--- src/sv/asls_pkg.sv ---
package asls_pkg;

  localparam int CODE_BITS_DEF = 6;
  localparam int MAX_INDEX_MODULATOR = 8;
  localparam int MAX_INDEX_TEN_CHANNEL = 9;

  localparam int BOARD_W = 3;
  localparam int INDEX_W = 4;
  localparam int CODE_W = 6;
  localparam int REG_W = 3;
  localparam int BYTE_W = 8;
  localparam int CFG_INDEX_W = 2;
  localparam int STEP_W = 4;
  localparam int LATCH_SPLIT = 6;

  typedef logic [STEP_W-1:0] step_t;

  typedef enum logic [1:0] {
    ST_OK      = 2'd0,
    ST_INVALID = 2'd1,
    ST_ARMED   = 2'd2
  } status_t;

  typedef enum logic [BOARD_W-1:0] {
    BOARD_NONE      = 3'd0,
    BOARD_MODULATOR = 3'd1,
    BOARD_DIRECT    = 3'd2,
    BOARD_TEN       = 3'd3
  } board_t;

  typedef enum logic [CFG_INDEX_W-1:0] {
    CFG_CLOCK_MASK  = 2'd0,
    CFG_DATA_MASK   = 2'd1,
    CFG_SELECT_MASK = 2'd2
  } cfg_index_t;

  localparam logic [REG_W-1:0] EXP_OUTPUT_REG0 = 3'd2;
  localparam logic [REG_W-1:0] EXP_OUTPUT_REG1 = 3'd3;
  localparam logic [REG_W-1:0] EXP_CONFIG_REG0 = 3'd6;
  localparam logic [REG_W-1:0] EXP_CONFIG_REG1 = 3'd7;

  // register selection of one microcode step
  typedef enum logic [2:0] {
    RS_NONE,
    RS_CONFIG0,
    RS_CONFIG1,
    RS_OUTPUT0,
    RS_OUTPUT1,
    RS_LATCH
  } reg_sel_t;

  // value selection of one microcode step
  typedef enum logic [2:0] {
    VS_ZERO,
    VS_SELECT,
    VS_BIT,
    VS_BIT_CLOCK,
    VS_LATCH,
    VS_RELEASE
  } val_sel_t;

  typedef enum logic [1:0] {
    JMP_NEXT,
    JMP_SKIP_SELECT,
    JMP_BITS_LEFT,
    JMP_END
  } jump_t;

  typedef struct packed {
    reg_sel_t rsel;
    val_sel_t vsel;
    logic     last;
    logic     shift;
    jump_t    jmp;
    step_t    target;
  } ctrl_word_t;

  localparam step_t STEP_ERROR   = 4'd0;
  localparam step_t STEP_DIR0    = 4'd1;
  localparam step_t STEP_DIR1    = 4'd2;
  localparam step_t STEP_CLEAR   = 4'd3;
  localparam step_t STEP_SELECT  = 4'd4;
  localparam step_t STEP_BIT_LO  = 4'd5;
  localparam step_t STEP_BIT_CLK = 4'd6;
  localparam step_t STEP_BIT_END = 4'd7;
  localparam step_t STEP_IDLE_LO = 4'd8;
  localparam step_t STEP_LATCH   = 4'd9;
  localparam step_t STEP_RELEASE = 4'd10;

  function automatic ctrl_word_t ucode(step_t step);
    ctrl_word_t w;
    w = '{RS_NONE, VS_ZERO, 1'b1, 1'b0, JMP_END, STEP_ERROR};
    unique case (step)
      STEP_ERROR:   w = '{RS_NONE,    VS_ZERO,      1'b1, 1'b0, JMP_END,  STEP_ERROR};
      STEP_DIR0:    w = '{RS_CONFIG0, VS_ZERO,      1'b0, 1'b0, JMP_NEXT, STEP_ERROR};
      STEP_DIR1:    w = '{RS_CONFIG1, VS_ZERO,      1'b0, 1'b0, JMP_NEXT, STEP_ERROR};
      STEP_CLEAR:   w = '{RS_OUTPUT0, VS_ZERO,      1'b0, 1'b0, JMP_SKIP_SELECT,
                          STEP_BIT_LO};
      STEP_SELECT:  w = '{RS_OUTPUT1, VS_SELECT,    1'b0, 1'b0, JMP_NEXT, STEP_ERROR};
      STEP_BIT_LO:  w = '{RS_OUTPUT0, VS_BIT,       1'b0, 1'b0, JMP_NEXT, STEP_ERROR};
      STEP_BIT_CLK: w = '{RS_OUTPUT0, VS_BIT_CLOCK, 1'b0, 1'b0, JMP_NEXT, STEP_ERROR};
      STEP_BIT_END: w = '{RS_OUTPUT0, VS_BIT,       1'b0, 1'b1, JMP_BITS_LEFT,
                          STEP_BIT_LO};
      STEP_IDLE_LO: w = '{RS_OUTPUT0, VS_ZERO,      1'b0, 1'b0, JMP_NEXT, STEP_ERROR};
      STEP_LATCH:   w = '{RS_LATCH,   VS_LATCH,     1'b0, 1'b0, JMP_NEXT, STEP_ERROR};
      STEP_RELEASE: w = '{RS_LATCH,   VS_RELEASE,   1'b1, 1'b0, JMP_END,  STEP_ERROR};
      default:      w = '{RS_NONE,    VS_ZERO,      1'b1, 1'b0, JMP_END,  STEP_ERROR};
    endcase
    return w;
  endfunction

endpackage

--- src/sv/attenuator_serial_load_sequencer.sv ---
// the request registers and pc load when a request is taken, and the first word is
// registered at the first output advance after that; 3*CODE_BITS+6 words per request (one
// more on the vector-modulator board, 25 at most for the default CODE_BITS), or one word
// for a refused request; the microcode program issues one word per cycle, stalled by
// m_tready, and the next request can be taken in the cycle after the last word is registered
// reset (rst, synchronous): engine idle, output empty, pin masks back to defaults
module attenuator_serial_load_sequencer
  import asls_pkg::*;
#(
  parameter int CODE_BITS = CODE_BITS_DEF
) (
  input  logic                   clk,
  input  logic                   rst,
  input  logic                   s_tvalid,
  output logic                   s_tready,
  // board_type[2:0], attenuator_index[6:3], attenuation_code[12:7], device_armed[13]
  input  logic [15:0]            s_tdata,
  output logic                   m_tvalid,
  input  logic                   m_tready,
  // status[1:0], expander_register[4:2], expander_value[12:5]
  output logic [15:0]            m_tdata,
  // write_valid[0]
  output logic                   m_tuser,
  output logic                   m_tlast,
  input  logic                   cfg_we,
  input  logic [CFG_INDEX_W-1:0] cfg_index,
  input  logic [BYTE_W-1:0]      cfg_data
);

  localparam int CNT_W = $clog2(CODE_BITS + 1);

  logic [BYTE_W-1:0] clock_pin_mask;
  logic [BYTE_W-1:0] data_pin_mask;
  logic [BYTE_W-1:0] chip_select_mask;

  logic                 busy;
  step_t                pc;
  logic [BOARD_W-1:0]   board;
  status_t              status;
  logic [CODE_BITS-1:0] code_sr;
  logic [CNT_W-1:0]     bits_left;
  logic [REG_W-1:0]     latch_reg;
  logic [BYTE_W-1:0]    latch_val;
  logic [BYTE_W-1:0]    release_val;

  logic [BOARD_W-1:0] in_board;
  logic [INDEX_W-1:0] in_index;
  logic [CODE_W-1:0]  in_code;
  logic               in_armed;
  logic               accept;
  logic               advance;
  status_t            in_status;
  logic [CODE_BITS+CODE_W-1:0] code_ext;
  logic [15:0]        latch_shift;
  logic               in_modulator;

  ctrl_word_t         cw;
  logic [BYTE_W-1:0]  clk_mask;
  logic [BYTE_W-1:0]  dat_mask;
  logic [BYTE_W-1:0]  bit_val;
  logic [REG_W-1:0]   out_reg;
  logic [BYTE_W-1:0]  out_val;
  step_t              pc_next;
  logic               done;

  assign in_board = s_tdata[2:0];
  assign in_index = s_tdata[6:3];
  assign in_code  = s_tdata[12:7];
  assign in_armed = s_tdata[13];

  assign s_tready = !busy;
  assign accept   = s_tvalid && s_tready;
  assign advance  = busy && (!m_tvalid || m_tready);

  assign in_modulator = (in_board == BOARD_MODULATOR);
  assign code_ext     = {{CODE_BITS{1'b0}}, in_code};

  always_comb begin
    in_status = ST_OK;
    if (in_armed) begin
      in_status = ST_ARMED;
    end else if (in_board == BOARD_MODULATOR || in_board == BOARD_DIRECT) begin
      if (in_index > INDEX_W'(MAX_INDEX_MODULATOR)) in_status = ST_INVALID;
    end else if (in_board == BOARD_TEN) begin
      if (in_index > INDEX_W'(MAX_INDEX_TEN_CHANNEL)) in_status = ST_INVALID;
    end else begin
      in_status = ST_INVALID;
    end
  end

  // latch bits past the byte drop out
  always_comb begin
    if (in_index < INDEX_W'(LATCH_SPLIT)) begin
      latch_shift = 16'(1) << (in_index + INDEX_W'(2));
    end else begin
      latch_shift = 16'(1) << (in_index - INDEX_W'(LATCH_SPLIT));
    end
  end

  always_ff @(posedge clk) begin
    if (rst) begin
      clock_pin_mask   <= 8'h01;
      data_pin_mask    <= 8'h02;
      chip_select_mask <= 8'h80;
    end else if (cfg_we) begin
      case (cfg_index)
        CFG_CLOCK_MASK:  clock_pin_mask   <= cfg_data;
        CFG_DATA_MASK:   data_pin_mask    <= cfg_data;
        CFG_SELECT_MASK: chip_select_mask <= cfg_data;
        default: ;
      endcase
    end
  end

  // request registers
  always_ff @(posedge clk) begin
    if (accept) begin
      board     <= in_board;
      status    <= in_status;
      code_sr   <= code_ext[CODE_BITS-1:0];
      bits_left <= CNT_W'(CODE_BITS - 1);
      if (in_index < INDEX_W'(LATCH_SPLIT)) begin
        latch_reg   <= EXP_OUTPUT_REG0;
        latch_val   <= latch_shift[BYTE_W-1:0];
        release_val <= '0;
      end else begin
        latch_reg <= EXP_OUTPUT_REG1;
        if (in_modulator) begin
          latch_val   <= latch_shift[BYTE_W-1:0] | chip_select_mask;
          release_val <= chip_select_mask;
        end else begin
          latch_val   <= latch_shift[BYTE_W-1:0];
          release_val <= '0;
        end
      end
    end else if (advance && cw.shift && bits_left != '0) begin
      code_sr   <= code_sr << 1;
      bits_left <= bits_left - CNT_W'(1);
    end
  end

  assign cw = ucode(pc);

  // direct-sampling board swaps clock and data pins
  always_comb begin
    if (board == BOARD_DIRECT) begin
      clk_mask = data_pin_mask;
      dat_mask = clock_pin_mask;
    end else begin
      clk_mask = clock_pin_mask;
      dat_mask = data_pin_mask;
    end
  end

  assign bit_val = code_sr[CODE_BITS-1] ? dat_mask : '0;

  always_comb begin
    unique case (cw.rsel)
      RS_NONE:    out_reg = '0;
      RS_CONFIG0: out_reg = EXP_CONFIG_REG0;
      RS_CONFIG1: out_reg = EXP_CONFIG_REG1;
      RS_OUTPUT0: out_reg = EXP_OUTPUT_REG0;
      RS_OUTPUT1: out_reg = EXP_OUTPUT_REG1;
      RS_LATCH:   out_reg = latch_reg;
      default:    out_reg = '0;
    endcase
  end

  always_comb begin
    unique case (cw.vsel)
      VS_ZERO:      out_val = '0;
      VS_SELECT:    out_val = chip_select_mask;
      VS_BIT:       out_val = bit_val;
      VS_BIT_CLOCK: out_val = bit_val | clk_mask;
      VS_LATCH:     out_val = latch_val;
      VS_RELEASE:   out_val = release_val;
      default:      out_val = '0;
    endcase
  end

  // sequencer jumps
  always_comb begin
    pc_next = pc + step_t'(1);
    done    = 1'b0;
    unique case (cw.jmp)
      JMP_NEXT:        pc_next = pc + step_t'(1);
      JMP_SKIP_SELECT: if (board != BOARD_MODULATOR) pc_next = cw.target;
      JMP_BITS_LEFT:   if (bits_left != '0) pc_next = cw.target;
      JMP_END:         done = 1'b1;
      default:         done = 1'b1;
    endcase
  end

  always_ff @(posedge clk) begin
    if (rst) begin
      busy     <= 1'b0;
      pc       <= STEP_ERROR;
      m_tvalid <= 1'b0;
    end else begin
      if (m_tvalid && m_tready && !advance) m_tvalid <= 1'b0;
      if (accept) begin
        busy <= 1'b1;
        pc   <= (in_status == ST_OK) ? STEP_DIR0 : STEP_ERROR;
      end else if (advance) begin
        m_tvalid <= 1'b1;
        pc       <= pc_next;
        if (done) busy <= 1'b0;
      end
    end
  end

  always_ff @(posedge clk) begin
    if (advance) begin
      m_tdata <= {3'b000, out_val, out_reg, status};
      m_tuser <= (cw.rsel != RS_NONE);
      m_tlast <= cw.last;
    end
  end

endmodule

--- config.mk ---
export PLATFORM = sky130hd
export DESIGN_NAME = attenuator_serial_load_sequencer
export DESIGN_NICKNAME = d
export VERILOG_FILES = /design/src/sv/asls_pkg.sv /design/src/sv/attenuator_serial_load_sequencer.sv
export SDC_FILE = /design/constraint.sdc
export NUM_CORES = 1
export LEC_CHECK = 0
export CORE_ASPECT_RATIO = 1.2
export CORE_MARGIN = 5
export CORE_UTILIZATION = 63
export DETAILED_ROUTE_END_ITERATION = 10
export DONT_BUFFER_PORTS = 1
export MAX_ROUTING_LAYER = met4
export PLACE_DENSITY = 0.8
export SYNTH_ARGS = -nofsm -noshare
export SYNTH_HDL_FRONTEND = slang
export SYNTH_SLANG_ARGS = --single-unit
--- constraint.sdc ---
create_clock -name clk -period 3.6 [get_ports clk]
set_clock_uncertainty 0.1 [all_clocks]
set_input_delay 0.72 -clock clk [delete_from_list [all_inputs] [get_ports clk]]
set_output_delay 0.72 -clock clk [all_outputs]
set_load 0.02 [all_outputs]
==> results.md, run 1 <==
- Status: finished, final reports clean
- Biggest register: m_tdata
- Gr ovfl total: 0
- F_max: 0.374 GHz
- Final Hold Fails: 0
- Fillers: 477
- Cell Area, Synth: 3960 sq um
- Seq. cell area: 2170 sq um
- Post-Layout Cell Count: 436
- Postcts setup bufs: 0
- Setup slack after layout: 0.927 ns
- Period utilisation layout: 0.743
- Detailed Route WL: 7.58 mm
- FF-to-FF Start: cw[4]
- Clock transition at path regs: 0.08 ns
- First-pass GRT wire length: 12.4 mm
- CP Data Arrival Time: 2.83 ns
- Iter 0 DRT Violations: 231
- Routed Antenna Nets: 0
- Pint: 1.61 mW
- Main flop type after synthesis: dfxtp_1
- Die Ht: 96.9 microns
- Crit end category: flip-flop
- MaxCap Viol Count: 0
- Actual slew at the worst max-slew pin: 0.563 ns
- Core area: 6090 sq um
- Req. time, crit path: 3.76 ns
- Power share of the combinational group: 0.199
- P&R area growth vs syn: 5.24%
- I/O pins: 51
- Hold crit path type: flip-flop to flip-flop
- Hold bufs inserted after CTS: 0
- Vias in the first global route: 2568
- Max FFs per register: 13
- Worst-Skew Late Latency: 0.35 ns
- CTS H-tree lvls: 3
- Crit path time final: 2.67 ns
- CTS resizes: 0
- Sequential power share: 0.544
- Overall global routing resource usage: 0.206
- Row cnt: 31
- GPL Wtd Cong: 0.822
- Setup TNS: 0 ns
- First-pass DRT Iterations: 5
- Worst setup SP type: flip-flop
- Post-synth cell types: 54
- PortBufs: 0
- CTS Buf Count: 9
- Die width: 82.4 microns
- Setup slack, reg-to-reg: 0.93 ns
- Switch share: 0.309
- Die area: 7980 sq um
- Place WS: 0.704 ns
- Via density: 6.00
- Antenna Cells: 0
- Effective utilization at floorplan: 0.651
- Clock root buffer: clkbuf_8
- Synth Warn #: 0
- DR WL/cell: 17.4 microns
- Crit Path Category: flip-flop to flip-flop
- Pwr Total: 2.33 mW
- Sequential fraction of the synthesis area: 0.548
- Post-detail-place hpwl: 5.45 mm
- Hold_ws: 0.317 ns
- Syn_area_per_cell: 11.3 sq um
- Residual DRC count: 0
- Final setup fails: 0
- Largest net degree at the start of global routing: 38
- Post-synth EDFFs: 43
- Layout cell share with drive strength beyond 1: 0.133
- Post-synth ARST share: 0
- Fin nets: 391
- Slew Limit Fails: 0
- RSZ-0062 raised after global routing: no
- Cells after synthesis: 352
- Dpl cells: 420
- Clock share of power: 0.257
- Slew HR: 0.623
- Initial antenna violation count: 0
- Worst r2r path cells: 11
- Worst flop-to-flop path endpoint: cw[7]
- Static Leak: 1.71 nW
- Worst-path maximum fanout: 6
- CTS tree: yes
- #FFs+latches synth: 87
- Worst vdd ir: 311 uV
- PwrDens: 558 nW/um^2
- Footprint of the multi-input gates: 1650 sq um
- Via count: 2615
- Worst setup path end: cw[7]
- Sink Count: 87
- Launch point of the worst path: cw[4]
- Clock buffer depth: 2
- Reported net switching power: 0.719 mW
critical path: stages (launching register included):
cell and delay, ns:
dfxtp_1 0.38, inv_1 0.06, ha_1 0.35, inv_1 0.11, nor2_1 0.05, a311o_1 0.35, a221oi_2 0.39, nor2_1 0.10
inv_1 0.11, ha_1 0.28, a21oi_1 0.07, nor3_1 0.23
kinds of logic after synthesis:
logic type                 count (synthesis)  share of synthesized area
buffers and inverters                     34                     0.0379
muxes                                     37                     0.0970
and+or+nand+nor                          114                      0.144
other                                      1                   0.000947
adders and majority gates                 11                     0.0347
AOI/OAI and AO/OA                         65                      0.131
xor gates and xnor gates                   3                    0.00663
DFF                                       87                      0.548
synthesized netlist by cell type (2+ instances only):
library cell | instances | area [sq um]
buf_4 | 4 | 30.0
dfxtp_1 | 44 | 881
edfxtp_1 | 43 | 1290
a22oi_1 | 16 | 120
mux2i_1 | 26 | 260
a211oi_1 | 4 | 30.0
mux2_2 | 10 | 113
nor2_1 | 38 | 143
nand3b_1 | 3 | 22.5
inv_1 | 14 | 52.6
a221oi_2 | 3 | 45.0
inv_2 | 2 | 7.51
xnor2_1 | 2 | 17.5
a31o_2 | 4 | 35.0
o21ai_0 | 4 | 20.0
nor2_2 | 2 | 12.5
a21oi_1 | 9 | 45.0
ha_1 | 11 | 138
nor3b_1 | 3 | 22.5
and2_1 | 11 | 68.8
nand2b_1 | 7 | 43.8
a21boi_0 | 2 | 15.0
clkbuf_1 | 8 | 30.0
a41o_1 | 4 | 40.0
nand3_1 | 7 | 35.0
o22ai_1 | 8 | 50.1
buf_1 | 5 | 18.8
nor2b_1 | 4 | 25.0
nor3_1 | 3 | 15.0
nand2_1 | 24 | 90.1
and3_1 | 4 | 25.0
per-layer routing:
layer  up-vias  global-route usage  part of all wire
li1       1260                   -                 -
met4         0              0.0563             0.013
met1      1258               0.286              0.44
met3        11              0.0567             0.064
met2        86               0.297              0.48
met5         -                   -                 0
placed cells by master (no fill, tap or decap), types with 3 or more instances in the layout:
cell	netlist	routed
dfxtp_1	44	44
edfxtp_1	43	43
nor2_1	38	38
mux2i_1	26	26
nand2_1	24	24
a22oi_1	16	16
inv_1	14	14
and2_1	11	11
ha_1	11	11
mux2_2	10	10
a21oi_1	9	9
clkbuf_8	0	9
o22ai_1	8	8
nand2b_1	7	7
nand3_1	7	7
and3_1	4	4
a41o_1	4	4
nor2b_1	4	4
a31o_2	4	4
a211oi_1	4	4
o21ai_0	4	4
nand3b_1	3	3
nor3b_1	3	3
a221oi_2	3	3
nor3_1	3	3
conb_1	1	3
clkinvlp_4	0	3
worst min-delay path by stage:
stage	from	endpoint	slack, ns	depth (start not counted)
after detailed placement	cw[7]	m_tlast	0.30	0
after floorplan	cw[7]	m_tlast	0.29	0
final	cw[7]	m_tlast	0.32	0
after global placement	cw[7]	m_tlast	0.30	0
after CTS	rst	chip_select_mask[5]	0.32	1
after global routing	rst	chip_select_mask[5]	0.30	1
power groups by stage:
stage | sequential [mW] | combinational, mW | clock (mW)
after floorplan | 1.26 | 0.395 | 0
after CTS | 1.27 | 0.461 | 0.608
after global placement | 1.29 | 0.444 | 0
final | 1.27 | 0.463 | 0.599
after detailed placement | 1.29 | 0.457 | 0
after global routing | 1.28 | 0.512 | 0.650
per-stage QoR:
| step | cell area [sq um] | util |
|---|---|---|
| 6_report | 4170 | 0.685 |
| 5_1_grt | 4170 | 0.685 |
| 2_1_floorplan | 3970 | - |
| 4_1_cts | 4170 | 0.685 |
| 3_5_place_dp | 4000 | 0.656 |
| 3_3_place_gp | 4000 | 0.656 |
cell type report:
type / instances / share of cell area
sequential: 87 / 0.521
clock inverter: 7 / 0.0117
multi-input combinational: 233 / 0.395
timing repair buffer: 2 / 0.00360
inverter: 16 / 0.0144
clock buffer: 9 / 0.0297
tap: 82 / 0.0246
Power figures use the tool's default switching activity.
==> run 2, diff against run 1 <==
==> constraint.sdc (replaced) <==
create_clock -name clk -period 2.7 [get_ports clk]
set_clock_uncertainty 0.1 [all_clocks]
set_input_delay 0.54 -clock clk [delete_from_list [all_inputs] [get_ports clk]]
set_output_delay 0.54 -clock clk [all_outputs]
set_load 0.02 [all_outputs]
==> results.md, run 2 (synthesis gave the netlist of run 1 again) <==
- Via density: 5.88
- Gr ovfl total: 0
- Worst vdd ir: 379 uV
- I/O pins: 51
- Die area: 7980 sq um
- PwrDens: 750 nW/um^2
- First-pass DRT Iterations: 5
- CP Depth: 9
- Place WS: 0.128 ns
- CTS tree: yes
- Max FFs per register: 13
- Most frequent cells in the layout: dfxtp_1, edfxtp_1, nor2_1, mux2i_1, nand2_1
- Final setup fails: 0
- Slew Limit Fails: 0
- Overall global routing resource usage: 0.213
- Post-detail-place hpwl: 5.73 mm
- Die Ht: 96.9 microns
- Layout cell share with drive strength beyond 1: 0.150
- Biggest register: m_tdata
- Clock transition at path regs: 0.09 ns
- PortBufs: 0
- Iter 0 DRT Violations: 218
- Final Hold Fails: 0
- Crit path max-delay family: compound AO/OA/AOI/OAI gates
- Req. time, crit path: 2.85 ns
- Via count: 2594
- Clock buffer depth: 2
- Hold crit path type: input pin to flip-flop
- Hold Crit Depth: 1
- Detailed Route WL: 7.82 mm
- Actual slew at the worst max-slew pin: 0.570 ns
- CTS Buf Count: 9
- RSZ-0062 raised after global routing: no
- Crit Path Category: flip-flop to flip-flop
- Postcts setup bufs: 0
- Crit path time final: 2.54 ns
- CP max stage delay: 0.43 ns
- Effective utilization at floorplan: 0.651
- F_max: 0.394 GHz
- Sink Count: 87
- Setup slack after layout: 0.164 ns
- Worst-Skew Late Latency: 0.36 ns
- Slew HR: 0.619
- Post-Layout Cell Count: 441
- CP Data Arrival Time: 2.69 ns
- CP bufs+invs: 1
- Hold bufs inserted after CTS: 0
- MaxCap Viol Count: 0
- First-pass GRT wire length: 12.5 mm
- GPL Wtd Cong: 0.832
- Antenna Cells: 0
- Routed Antenna Nets: 0
- Worst r2r path cells: 9
- Core area: 6090 sq um
- Crit end category: flip-flop
- CP cell instances: or3b_4 -> mux2i_1 -> a311o_1 -> a221oi_2 -> nor2_1 -> inv_1 -> ha_1 -> mux2_2 -> o31ai_2
- Fin nets: 396
- Row cnt: 31
- Clock root buffer: clkbuf_8
- CTS resizes: 0
- Setup TNS: 0 ns
- Worst setup SP type: flip-flop
- CTS H-tree lvls: 3
- Largest net degree at the start of global routing: 38
- Residual DRC count: 0
- Status: finished, final reports clean
- Vias in the first global route: 2599
- DR WL/cell: 17.7 microns
- Initial antenna violation count: 0
- Worst-path maximum fanout: 6
- Util after Layout: 0.692
- Static Leak: 1.74 nW
- P&R area growth vs syn: 6.35%
- Period utilisation layout: 0.939
- CP max-delay cell: or3b_4
- Dpl cells: 425
- Die width: 82.4 microns
run 2: cell types whose count changed in the layout (fill, tap and decap cells not counted), sizes merged:
| cell | change |
|---|---|
| inv | +2 |
| clkinvlp | -2 |
| buf | +5 |
run 2: area by class of cell:
| class | count | area (sq um) |
|---|---|---|
| Timing Repair Buffer | 7 | 52.6 |
| Multi-Input combinational cell | 233 | 1650 |
| Inverter | 16 | 60.1 |
| Clock buffer | 9 | 124 |
| Sequential cell | 87 | 2170 |
| Clock inverter | 7 | 53.8 |
| Tap cell | 82 | 103 |
| Fill cell | 463 | 1880 |
run 2: final timing paths:
| kind | slack (ns) | to | start |
|---|---|---|---|
| setup / recovery | 0.16 | cw[11] | board[1] |
| hold / removal | 0.14 | data_pin_mask[7] | rst |
| setup reg to reg | 0.16 | cw[11] | board[1] |
| hold reg to reg | 0.31 | m_tlast | cw[7] |
run 2: layer usage:
metal  up-vias  share of wire  track usage
met5         -              0            -
met4         0          0.010       0.0895
met3         6          0.070       0.0613
met2        78           0.48        0.307
met1      1239           0.44        0.278
li1       1271              -            -
run 2: stage by stage:
stage,power (mW),area (sq um),hold WS [ns]
floorplan,2.21,3970,0.286
global placement,2.33,4030,0.294
detailed placement,2.36,4030,0.297
CTS,3.17,4210,0.119
global route,3.32,4210,0.104
finish,3.16,4210,0.135
run 2: where the power goes:
group / switching [mW] / total, mW / internal (mW)
logic: 0.366 / 0.646 / 0.280
registers: 0.133 / 1.69 / 1.56
clock network: 0.482 / 0.824 / 0.342
total: 0.981 / 3.16 / 2.18
